`config.mk`:
```
export PLATFORM = sky130hd
export DESIGN_NAME = rv32i_base_execute_unit
export DESIGN_NICKNAME = d
export VERILOG_FILES = /design/src/rv32e_pkg.sv /design/src/rv32i_base_execute_unit.sv
export SDC_FILE = /design/constraint.sdc
export NUM_CORES = 2
export LEC_CHECK = 0
export BUFFER_PORTS_ARGS = -buffer_cell sky130_fd_sc_hd__buf_2
export CORE_MARGIN = 5
export CORE_UTILIZATION = 46
export DETAILED_ROUTE_END_ITERATION = 6
export GPL_TIMING_DRIVEN = 0
export SKIP_LAST_GASP = 1
export SYNTH_ARGS = -nofsm -noshare
export SYNTH_HDL_FRONTEND = slang
export SYNTH_SLANG_ARGS = --single-unit
```
`constraint.sdc`:
```
create_clock -name clk_i -period 23.2 [get_ports clk_i]
set_input_delay 1.16 -clock clk_i [delete_from_list [all_inputs] [get_ports clk_i]]
set_output_delay 1.16 -clock clk_i [all_outputs]
set_load 0.005 [all_outputs]
```
`src/rv32e_pkg.sv`:
```
// Package for the partial RV32I execute unit.
// Opcodes, funct codes, status codes and payload types. No dependencies.
package rv32e_pkg;

  localparam logic [6:0] OPC_LUI    = 7'b0110111;
  localparam logic [6:0] OPC_AUIPC  = 7'b0010111;
  localparam logic [6:0] OPC_JAL    = 7'b1101111;
  localparam logic [6:0] OPC_JALR   = 7'b1100111;
  localparam logic [6:0] OPC_BRANCH = 7'b1100011;
  localparam logic [6:0] OPC_LOAD   = 7'b0000011;
  localparam logic [6:0] OPC_OPIMM  = 7'b0010011;
  localparam logic [6:0] F7_ALT     = 7'b0100000;
  localparam logic [2:0] LEN_LONG   = 3'b111;

  typedef enum logic [2:0] {
    ST_OK       = 3'd0,
    ST_ILLEGAL  = 3'd1,
    ST_MISALIGN = 3'd2,
    ST_LFAULT   = 3'd3,
    ST_PENDING  = 3'd4,
    ST_BUSY     = 3'd5
  } status_e;

  typedef enum logic [2:0] {
    F3_BEQ  = 3'd0,
    F3_BNE  = 3'd1,
    F3_BLT  = 3'd4,
    F3_BGE  = 3'd5,
    F3_BLTU = 3'd6,
    F3_BGEU = 3'd7
  } br_f3_e;

  typedef enum logic [2:0] {
    F3_ADDI  = 3'd0,
    F3_SLLI  = 3'd1,
    F3_SLTI  = 3'd2,
    F3_SLTIU = 3'd3,
    F3_XORI  = 3'd4,
    F3_SRI   = 3'd5,
    F3_ORI   = 3'd6,
    F3_ANDI  = 3'd7
  } alu_f3_e;

  typedef enum logic [2:0] {
    F3_LB  = 3'd0,
    F3_LH  = 3'd1,
    F3_LW  = 3'd2,
    F3_LBU = 3'd4,
    F3_LHU = 3'd5
  } ld_f3_e;

  typedef struct packed {
    logic [31:0] rd_value;
    logic [4:0]  rd_index;
    logic        rd_write;
    logic [1:0]  mem_size;
    logic [31:0] mem_addr;
    logic        mem_req;
    logic [31:0] next_pc;
    status_e     status;
  } result_t;

endpackage

```
`src/rv32i_base_execute_unit.sv`:
```
// Partial RV32I execute unit: register file, pc, one outstanding load.
// Depends on rv32e_pkg.
//
//  channel | group          | tdata (low bit up)                        | tuser
//  in      | s_axis_*       | instr_word, load_data, load_fault         | mode
//  out     | m_axis_*       | next_pc, mem_req, mem_addr, mem_size,     | status
//          |                | rd_write, rd_index, rd_value              |
//
// One transaction per cycle unless stalled; results are registered.
// Register file and pc update in the accept cycle, so the next transaction
// sees them at once. Output register with skid stage: s_axis_tready only
// drops when both hold results. Reset clears pc, register file and load state.
module rv32i_base_execute_unit
  import rv32e_pkg::*;
#(
  parameter int NUM_REGS = 32
) (
  input  logic         clk_i,
  input  logic         rst_ni,
  input  logic         s_axis_tvalid,
  output logic         s_axis_tready,
  input  logic [71:0]  s_axis_tdata,  // instr_word, load_data, load_fault, pad
  input  logic         s_axis_tuser,  // mode
  output logic         m_axis_tvalid,
  input  logic         m_axis_tready,
  output logic [111:0] m_axis_tdata,  // next_pc, mem_req, mem_addr, mem_size,
                                      // rd_write, rd_index, rd_value, pad
  output logic [2:0]   m_axis_tuser   // status
);

  logic [31:0] rf_q [1:31];
  logic [31:0] pc_q, pc_d;
  logic        lp_q, lp_d;
  logic [4:0]  pdst_q, pdst_d;
  logic [2:0]  pkind_q, pkind_d;

  result_t res;
  result_t out_q, skid_q;
  logic    out_vld_q, skid_vld_q;
  logic    acc;

  logic [31:0] w, ld, a, b, immi, immu, immb, immj, tgt, wval, sd;
  logic [4:0]  rd, rs1, rs2;
  logic [2:0]  f3;
  logic [6:0]  f7;
  logic        wr, cond;

  function automatic logic reg_ok(logic [4:0] idx);
    return {27'd0, idx} < NUM_REGS;
  endfunction

  assign acc = s_axis_tvalid && s_axis_tready;
  assign w   = s_axis_tdata[31:0];
  assign ld  = s_axis_tdata[63:32];
  assign rd  = w[11:7];
  assign rs1 = w[19:15];
  assign rs2 = w[24:20];
  assign f3  = w[14:12];
  assign f7  = w[31:25];
  assign a   = (rs1 == 5'd0) ? 32'd0 : rf_q[rs1];
  assign b   = (rs2 == 5'd0) ? 32'd0 : rf_q[rs2];
  assign immi = {{20{w[31]}}, w[31:20]};
  assign immu = {w[31:12], 12'd0};
  assign immb = {{20{w[31]}}, w[7], w[30:25], w[11:8], 1'b0};
  assign immj = {{12{w[31]}}, w[19:12], w[20], w[30:21], 1'b0};
  assign sd   = $signed(a) >>> rs2;

  always_comb begin
    res = '0;
    res.status = ST_OK;
    pc_d = pc_q; lp_d = lp_q; pdst_d = pdst_q; pkind_d = pkind_q;
    wr = 1'b0; wval = '0; cond = 1'b0; tgt = '0;
    if (s_axis_tuser) begin
      if (lp_q) begin
        if (s_axis_tdata[64]) begin
          res.status = ST_LFAULT;
        end else begin
          case (pkind_q)
            F3_LB:   wval = {{24{ld[7]}}, ld[7:0]};
            F3_LH:   wval = {{16{ld[15]}}, ld[15:0]};
            F3_LBU:  wval = {24'd0, ld[7:0]};
            F3_LHU:  wval = {16'd0, ld[15:0]};
            default: wval = ld;
          endcase
          wr = 1'b1;
          pc_d = pc_q + 32'd4;
        end
        lp_d = 1'b0;
      end
    end else if (lp_q) begin
      res.status = ST_BUSY;
    end else if (w[1:0] != 2'b11 || w[4:2] == LEN_LONG) begin
      res.status = ST_ILLEGAL;
    end else begin
      case (w[6:0])
        OPC_LUI, OPC_AUIPC: begin
          if (!reg_ok(rd)) res.status = ST_ILLEGAL;
          else begin
            wr = 1'b1;
            wval = (w[6:0] == OPC_LUI) ? immu : pc_q + immu;
            pc_d = pc_q + 32'd4;
          end
        end
        OPC_JAL: begin
          tgt = pc_q + immj;
          if (!reg_ok(rd)) res.status = ST_ILLEGAL;
          else if (tgt[1]) res.status = ST_MISALIGN;
          else begin
            wr = 1'b1; wval = pc_q + 32'd4; pc_d = tgt;
          end
        end
        OPC_JALR: begin
          tgt = (a + immi) & ~32'd1;
          if (f3 != 3'd0 || !reg_ok(rd) || !reg_ok(rs1)) res.status = ST_ILLEGAL;
          else if (tgt[1]) res.status = ST_MISALIGN;
          else begin
            wr = 1'b1; wval = pc_q + 32'd4; pc_d = tgt;
          end
        end
        OPC_BRANCH: begin
          case (f3)
            F3_BEQ:  cond = (a == b);
            F3_BNE:  cond = (a != b);
            F3_BLT:  cond = ($signed(a) < $signed(b));
            F3_BGE:  cond = ($signed(a) >= $signed(b));
            F3_BLTU: cond = (a < b);
            default: cond = (a >= b);
          endcase
          tgt = pc_q + immb;
          if (f3 == 3'd2 || f3 == 3'd3 || !reg_ok(rs1) || !reg_ok(rs2))
            res.status = ST_ILLEGAL;
          else if (cond && tgt[1]) res.status = ST_MISALIGN;
          else pc_d = cond ? tgt : pc_q + 32'd4;
        end
        OPC_LOAD: begin
          if (f3 == 3'd3 || f3 == 3'd6 || f3 == 3'd7 || !reg_ok(rd) || !reg_ok(rs1))
            res.status = ST_ILLEGAL;
          else begin
            res.mem_req = 1'b1;
            res.mem_addr = a + immi;
            res.mem_size = f3[1:0];
            lp_d = 1'b1; pdst_d = rd; pkind_d = f3;
            res.status = ST_PENDING;
          end
        end
        OPC_OPIMM: begin
          case (f3)
            F3_ADDI:  wval = a + immi;
            F3_SLLI:  wval = a << rs2;
            F3_SLTI:  wval = {31'd0, $signed(a) < $signed(immi)};
            F3_SLTIU: wval = {31'd0, a < immi};
            F3_XORI:  wval = a ^ immi;
            F3_SRI:   wval = (f7 == F7_ALT) ? sd : a >> rs2;
            F3_ORI:   wval = a | immi;
            default:  wval = a & immi;
          endcase
          if (!reg_ok(rd) || !reg_ok(rs1) ||
              (f3 == F3_SLLI && f7 != 7'd0) ||
              (f3 == F3_SRI && f7 != 7'd0 && f7 != F7_ALT))
            res.status = ST_ILLEGAL;
          else begin
            wr = 1'b1; pc_d = pc_q + 32'd4;
          end
        end
        default: res.status = ST_ILLEGAL;
      endcase
    end
    res.next_pc = pc_d;
    if (wr) begin
      res.rd_index = s_axis_tuser ? pdst_q : rd;
      if (res.rd_index != 5'd0) begin
        res.rd_write = 1'b1;
        res.rd_value = wval;
      end else begin
        res.rd_index = 5'd0;
      end
    end
  end

  always_ff @(posedge clk_i or negedge rst_ni) begin
    if (!rst_ni) begin
      for (int i = 1; i < 32; i++) rf_q[i] <= '0;
      pc_q <= '0; lp_q <= 1'b0; pdst_q <= '0; pkind_q <= '0;
    end else if (acc) begin
      pc_q <= pc_d; lp_q <= lp_d; pdst_q <= pdst_d; pkind_q <= pkind_d;
      if (res.rd_write) rf_q[res.rd_index] <= res.rd_value;
    end
  end

  // Output register plus skid stage.
  assign s_axis_tready = !skid_vld_q;

  always_ff @(posedge clk_i or negedge rst_ni) begin
    if (!rst_ni) begin
      out_vld_q <= 1'b0;
      skid_vld_q <= 1'b0;
    end else begin
      if (!out_vld_q || m_axis_tready) begin
        out_vld_q <= skid_vld_q || acc;
        skid_vld_q <= 1'b0;
      end else if (acc) begin
        skid_vld_q <= 1'b1;
      end
    end
  end

  always_ff @(posedge clk_i) begin
    if (!out_vld_q || m_axis_tready) out_q <= skid_vld_q ? skid_q : res;
    else if (acc) skid_q <= res;
  end

  assign m_axis_tvalid = out_vld_q;
  assign m_axis_tuser  = out_q.status;
  assign m_axis_tdata  = {7'd0, out_q.rd_value, out_q.rd_index, out_q.rd_write,
                          out_q.mem_size, out_q.mem_addr, out_q.mem_req, out_q.next_pc};

endmodule

```
# Yosys cells after proc, flatten, opt, wreduce, memory -nomap -nowiden
# Index checks and enable logic that the tools add are counted.
dict set report word_totals {
  regBits 1251
  in_bits 77
  output_inout_bits 117
  wordCells 215
}
dict set report op_classes {
  addsub 5
  n_lt_le_gt_ge 10
  n_eq_ne 23
  shift 3
  mux 83
  bitwise_logic 11
  n_reduce_logical 27
}
# op n
set op_table {}
lappend op_table {{992-bit bitwise mux} 1}
lappend op_table {{32-bit two-way mux} 30}
lappend op_table {{32-bit binary-select mux with 5-bit select} 2}
lappend op_table {{32-bit case mux with 4 select lines} 2}
lappend op_table {{32-bit case mux with 7 select lines} 1}
lappend op_table {{35-bit two-way mux} 5}
lappend op_table {{32-bit demux with 5-bit select} 1}
lappend op_table {{32-bit case mux with 5 select lines} 1}
lappend op_table {{32-bit adder} 4}
lappend op_table {{108-bit two-way mux} 1}
lappend op_table {{32-bit less-than comparator} 3}
lappend op_table {{32-bit greater-or-equal comparator} 2}
lappend op_table {{38-bit two-way mux} 1}
lappend op_table {{32-bit by 3-bit adder with 32-bit output (second input constant)} 1}
lappend op_table {{32-bit bitwise AND} 1}
lappend op_table {{32-bit == test} 1}
lappend op_table {{32-bit by 12-bit less-than comparator with 1-bit output} 1}
lappend op_table {{32-bit inequality test} 1}
lappend op_table {{32-bit OR} 1}
lappend op_table {{32-bit by 5-bit left shift with 32-bit output} 1}
lappend op_table {{32-bit by 5-bit right shift with 32-bit output} 1}
lappend op_table {{32-bit by 5-bit >>> shifter with 32-bit output} 1}
lappend op_table {{32-bit XOR} 1}
lappend op_table {{1-bit two-way mux} 22}
lappend op_table {{31 further kinds} 76}

# Longest topological paths before layout
dict set report logic_depth {
  ltp_word 20
  mapped_depth 29
  ltp_nobuf 20
}

# Worst setup path after synthesis
# OpenSTA, ideal clock, no wires.
dict set report synth_path {
  path_kind {input to register}
  startpoint {input m_axis_tready}
  endpoint {register skid_q[0] (netlist name), enable pin}
  setup_time_ns 1.071
  arrival_ns 8.234
  required_time_ns 22.129
  path_slack_ns 13.895
  cell_stages 2
  path_buffers 0
  cell_sequence {nand2b_1 -> nor2_1}
}
dict set report synth_between {
  elab_chain_cells 3
}
# element line_no
set synth_lines {}
lappend synth_lines {{start: declaration} rv32i_base_execute_unit.sv:25} ;# input logic m_axis_tready,
lappend synth_lines {{1-bit logical OR} rv32i_base_execute_unit.sv:208} ;# if (!out_vld_q || m_axis_tready) out_q <= skid_vld_q ? skid_q : res;
lappend synth_lines {{1-bit inverter (no source line)} n/a}
lappend synth_lines {{2-bit AND reduction (no source line)} n/a}
lappend synth_lines {{end signal: assignment} rv32i_base_execute_unit.sv:209} ;# else if (acc) skid_q <= res;
lappend synth_lines {{end: declaration} rv32i_base_execute_unit.sv:38} ;# result_t out_q, skid_q;
# Every way passes these cells.
# A chain may end at the register's enable or synchronous reset.

# Worst setup path after layout
dict set report layout_path {
  startpoint {input s_axis_tdata[21]}
  endpoint {register out_q (netlist bit m_axis_tdata[20]) (data pin)}
}
dict set report layout_between {
  elab_chain_cells 19
  word_cells_on_any_way 31
  classes_between {add/sub (2); order compare (4); eq/ne (2); mux (20); bitwise (1); reduce/logical (2)}
}
# element line_no
set layout_lines {}
lappend layout_lines {{start: declaration} rv32i_base_execute_unit.sv:22} ;# input logic [71:0] s_axis_tdata,
lappend layout_lines {{5-bit inverter with 6-bit output (implied by the code)} rv32i_base_execute_unit.sv:61} ;# assign b = (rs2 == 5'd0) ? 32'd0 : rf_q[rs2];
lappend layout_lines {{32-bit binary-select mux with 5-bit select} rv32i_base_execute_unit.sv:61}
lappend layout_lines {{32-bit two-way mux (implied by the code) (2 in a row)} rv32i_base_execute_unit.sv:61}
lappend layout_lines {{32-bit two-way mux} rv32i_base_execute_unit.sv:61}
lappend layout_lines {{32-bit greater-or-equal comparator, or another cell as far along} rv32i_base_execute_unit.sv:127} ;# default: cond = (a >= b);
lappend layout_lines {{1-bit case mux with 5 select lines} rv32i_base_execute_unit.sv:121} ;# case (f3)
lappend layout_lines {{1-bit two-way mux} rv32i_base_execute_unit.sv:95} ;# case (w[6:0])
lappend layout_lines {{1-bit two-way mux} rv32i_base_execute_unit.sv:92} ;# end else if (w[1:0] != 2'b11 || w[4:2] == LEN_LONG) begin
lappend layout_lines {{(+2 left out)} n/a}
lappend layout_lines {{32-bit two-way mux / 1-bit logical AND (equally long branches)} {rv32i_base_execute_unit.sv:133, rv32i_base_execute_unit.sv:132}}
lappend layout_lines {{32-bit two-way mux} rv32i_base_execute_unit.sv:132} ;# else if (cond && tgt[1]) res.status = ST_MISALIGN;
lappend layout_lines {{32-bit two-way mux} rv32i_base_execute_unit.sv:130} ;# if (f3 == 3'd2 || f3 == 3'd3 || !reg_ok(rs1) || !reg_ok(rs2))
lappend layout_lines {{32-bit case mux with 5 select lines (*)} rv32i_base_execute_unit.sv:95}
lappend layout_lines {{32-bit two-way mux (*)} rv32i_base_execute_unit.sv:92}
lappend layout_lines {{32-bit two-way mux (*)} rv32i_base_execute_unit.sv:90} ;# end else if (lp_q) begin
lappend layout_lines {{32-bit two-way mux (*)} rv32i_base_execute_unit.sv:73} ;# if (s_axis_tuser) begin
lappend layout_lines {{108-bit two-way mux (*)} rv32i_base_execute_unit.sv:208}
lappend layout_lines {{end signal: assignment} rv32i_base_execute_unit.sv:208}
lappend layout_lines {{end: declaration} rv32i_base_execute_unit.sv:38}
# Mark *: on every way between the ends. The rest lies on a longest branch, timed or not. The select of a mux whose other input is x is not followed.

==> results.md <==
Global routing:
- Entering global routing, the biggest net connects 162 pins.
- The via count of the first global-routing pass is 73700.
- The total routing usage reported by global routing is 0.521.
- Global routing finished with a remaining overflow of 0.
- The global-route wire length before repair is 639000 um.
- The number of antenna violations at the first check in global routing is 44.

Synthesis:
- In the synthesized netlist the dominant register cell turns out to be sky130_fd_sc_hd__dfrtp_1.
- Counting flops with an async set or reset pin after synthesis yields a share of 0.827.
- The mean cell area of the mapped netlist is 9.85 sq um.
- Of the total synthesized cell area, the portion taken by XOR and XNOR cells is 0.0155.
- By area the synthesized netlist is led by sky130_fd_sc_hd__dfrtp_1 33%, sky130_fd_sc_hd__mux4_2 12%, sky130_fd_sc_hd__edfxtp_1 8.2%.
- Of the synthesized area, sequential elements account for 0.409.
- The synthesized instance count is 8038.
- The synthesized-area fraction occupied by ao, oa, aoi and oai cells is 0.181.
- The largest family of logic cells by synthesized area is multiplexers.
- In this run, synthesis inferred 216 flip-flops with an integrated enable.
- The library cell with the largest summed area after synthesis is sky130_fd_sc_hd__dfrtp_1.
- Yosys printed 0 warnings.
- Of the total synthesized cell area, the portion taken by full adders, half adders and majority gates is 0.0307.
- The summed instance area of the synthesized netlist is 79200 sq um.
- The number of unique standard cell types used by synthesis is 111.
- The share of synthesized area spent on multiplexers is 0.193.
- The proportion of netlist area held by the largest area contributor is 0.327.
- The register bit count reported by yosys is 1251.
- Of the total synthesized cell area, the portion taken by AND, OR, NAND and NOR gates is 0.123.
- The commonest cells after synthesis are 1130 x sky130_fd_sc_hd__nand2_1, 1035 x sky130_fd_sc_hd__dfrtp_1, 924 x sky130_fd_sc_hd__o21ai_0, 657 x sky130_fd_sc_hd__nor2_1, 531 x sky130_fd_sc_hd__a21oi_1.
- Among all cell types in the netlist, the one instantiated most often is sky130_fd_sc_hd__nand2_1.

Clock network:
- The tree built by TritonCTS fans out to 1251 sinks.
- The post-CTS resize count is 0.
- After clock tree synthesis, the clock-pin slew on the worst setup and hold paths is 0.06 ns.
- TritonCTS built the clock tree.
- The root buffer cell is sky130_fd_sc_hd__clkbuf_16.
- The CTS buffer count is 145.
- The source-to-sink clock delay at the later pin of the worst-skew pair is 0.88 ns.
- The total number of H-tree levels is 4.
- No sink is reached through more buffers than the 3 on the longest clock path.
- Buffers added to address setup during post-CTS repair amount to 0.
- The count of hold buffers inserted by post-cts repair is 0.

Routing:
- Detailed routing placed a total of 69500 um of wire on met3.
- The detailed router placed 79100 vias in this run.
- In this run the remaining antenna-violating nets after routing total 0.
- The detailed router put a total of 157000 um of wire on met1.
- Summed over all nets, wire length on met2 after detailed routing comes to 194000 um.
- The length of the first detailed-routing pass in iterations is 7.
- Signal routing reaches up to met5.
- The remaining routing DRC violations is 21.
- The routed length per placed instance is 44.4 um.
- The average vias per placed instance is 7.29.
- The count of routing violations after the opening detailed-route iteration is 14000.
- The routed design has 482000 um of wire.

Floorplan:
- The core region is 171000 sq um.
- The number of rows in the core area is 152.
- The initial utilization of the core area, before any placement, comes to 0.462.
- The area of the die is 181000 sq um.
- 194 I/O pins were placed.
- In this run the horizontal extent of the chip is 425 um.
- In this run the vertical extent of the chip is 425 um.

Power and ir drop:
- The maximum vdd drop is 0.0000909 V.
- The overall power of the completed layout is 6.02 mW.
- The analysis attributes to cell leakage a power of 36.8 nW.
- The power density normalized to cell area is 67.9 nW/um^2.

Worst setup path:
- The type of element capturing the critical path is a flop.
- The critical path's most frequent cell is sky130_fd_sc_hd__clkbuf_1.
- The signal on the critical path passes through buf_2 > clkbuf_1 > buf_4 > clkbuf_1 > buf_1 > buf_1 > buf_1 > clkbuf_1 > mux4_2 > mux4_2 > mux2i_1 > ha_1 > nand4_1 > nor4_1 > nand2_1 > nand4_1 > nor3_1 > nor4_1 > nand3_1 > clkbuf_1 > a222oi_1 > nor3_1 > o22ai_1 > o21ai_0.
- The slowest stage cell on the critical path is sky130_fd_sc_hd__nor4_1.
- The kind of start point of the critical path is a primary input.
- The biggest cell delay along the critical path is 1.26 ns.
- The required time of the critical path is 23.76 ns.
- In this run the worst path has a maximum fanout of 10.
- The arrival time reported for the critical path endpoint is 15.16 ns.
- The critical path start-end classification is in -> reg.

STA:
- The maximum clock frequency is 0.0685 GHz.
- The number of pins with negative max-slew slack in the final report came to 191.
- The shortest clock period the worst path allows after layout is 14.60 ns.
- Headroom to the max-slew limit came out at -0.160.
- After layout, the worst setup slack is 8.60 ns.
- The hold violation count in the final report is 0.
- Between clock sinks in the finished design, the worst skew comes to 0.0707 ns.
- The slew at the pin closest to its max-slew limit is 1.70 ns.
- On the final layout, the worst hold slack is 0.182 ns.
- The period utilization is 0.629.
- The final number of setup-violating endpoints is 0.
- Setup repair after global routing left no endpoint under its margin.

Layout:
- The number of standard cells in the layout, taps in and fillers out is 10900.
- The finished cells cover 88700 sq um.
- The net count reported at finish is 8679.
- The area added between synthesis and finish is 12.0%.
- The number of fill cells is 15900.
- The share of cells above drive strength 1 is 0.158.

Place:
- Once placement finished, the instance area stood at 83800 sq um.
- The count of buffers added on input and output ports is 177.
- Routability-driven placement finished with a final weighted congestion of 1.14.
- The placed wire-length estimate is 367000 um.
- The worst setup timing slack at the placement stage is 8.86 ns.
- In this run, placement finished with an instance count of 10600.

Outcome:
- The final reports fail on design-rule violations, max-capacitance violations, max-slew violations.
- The run finished, with violations left.

Run:
- Max-cap violations in this run came to 26.

Worst hold path:
- The min-delay analysis places its worst path in the category in -> async.
## stage by stage
stage	setup TNS, ns	utilization
6_report	0	0.518
3_5_place_dp	0	0.489
2_1_floorplan	0	-
3_3_place_gp	-1948.36	0.484
4_1_cts	0	0.517
5_1_grt	0	0.517
## flip-flops by register name (all words and copies together) (netlist names)
register	flops
skid_q	108
m_axis_tuser	3
m_axis_tdata	105
m_axis_tvalid	1
lp_q	1
pc_q	32
pkind_q	3
rf_q	992
pdst_q	5
skid_vld_q	1
## cell usage in the layout, fill, tap and decap left out, types with 42 or more instances in the layout
cell type and n:
sky130_fd_sc_hd__o22ai_1 53, sky130_fd_sc_hd__edfxtp_1 216, sky130_fd_sc_hd__mux2_2 183, sky130_fd_sc_hd__o21ai_0 924
sky130_fd_sc_hd__and3_1 47, sky130_fd_sc_hd__xnor2_1 94, sky130_fd_sc_hd__a31oi_1 51, sky130_fd_sc_hd__ha_1 188
sky130_fd_sc_hd__nand4_1 46, sky130_fd_sc_hd__a21oi_1 530, sky130_fd_sc_hd__buf_4 42, sky130_fd_sc_hd__a22oi_1 134
sky130_fd_sc_hd__o211ai_1 57, sky130_fd_sc_hd__mux2i_1 301, sky130_fd_sc_hd__a21o_1 51, sky130_fd_sc_hd__o21ai_1 69
sky130_fd_sc_hd__inv_1 132, sky130_fd_sc_hd__clkbuf_16 148, sky130_fd_sc_hd__buf_1 47, sky130_fd_sc_hd__mux4_2 437
sky130_fd_sc_hd__buf_2 260, sky130_fd_sc_hd__o31ai_1 72, sky130_fd_sc_hd__nand3_1 99, sky130_fd_sc_hd__nor3_1 87
sky130_fd_sc_hd__dfrtp_1 1035, sky130_fd_sc_hd__nand2_1 1130, sky130_fd_sc_hd__clkbuf_1 537, sky130_fd_sc_hd__nor2_1 653
sky130_fd_sc_hd__a221oi_1 62, sky130_fd_sc_hd__xor2_1 45
## logic make-up after synthesis
group                      after synthesis
other                                    1
muxes                                  936
and+or+nand+nor                       2289
adders and majority gates              192
DFF                                   1251
AOI/OAI and AO/OA                     2362
xor gates and xnor gates               140
buffers and inverters                  867
## per-layer routing
metal	vias up	GRT usage
met5	-	0.00430
met4	24	0.491
met3	2303	0.230
met2	7238	0.728
met1	39100	0.589
li1	30400	-
## layout make-up
| class | instances | area (sq um) | area share |
|---|---|---|---|
| Buffer | 715 | 3270 | 0.0368 |
| Timing Repair Buffer | 219 | 1530 | 0.0173 |
| Clock buffer | 210 | 4130 | 0.0465 |
| Multi-Input combinational cell | 5926 | 43200 | 0.487 |
| Clock inverter | 51 | 642 | 0.00724 |
| Tap cell | 2310 | 2890 | 0.0326 |
| Antenna cell | 27 | 67.6 | 0.000762 |
| Sequential cell | 1251 | 32400 | 0.365 |
| Inverter | 152 | 571 | 0.00643 |
## report_power, final
part / internal [mW] / total [mW] / leakage (nW) / switching [mW]
clock network: 1.34 / 2.38 / 2.32 / 1.04
logic: 0.370 / 1.31 / 17.9 / 0.941
registers: 2.29 / 2.33 / 16.5 / 0.0436
total: 4.00 / 6.02 / 36.8 / 2.03
## worst paths after layout
kind                                  startpoint                to  slack, ns  cells after the start
worst max-delay path            s_axis_tdata[21]  m_axis_tdata[20]       8.60                     24
worst min-delay path                      rst_ni         rf_q[341]       0.18                      1
worst max register to register         rf_q[896]  m_axis_tdata[74]      12.97                     19
worst min register to register         rf_q[662]         rf_q[662]       0.50                      2
max in group asynchronous                 rst_ni          pc_q[25]      20.54                      4
min in group clk_i                     rf_q[662]         rf_q[662]       0.50                      2
## critical path: cells and delay by family
kind	cells	cell delay, ns
buffers and inverters	9	6.33
AOI/OAI and AO/OA	3	1.12
adders and majority gates	1	0.41
muxes	3	1.73
and+or+nand+nor	8	4.32
(Power assumes the default switching activity.)
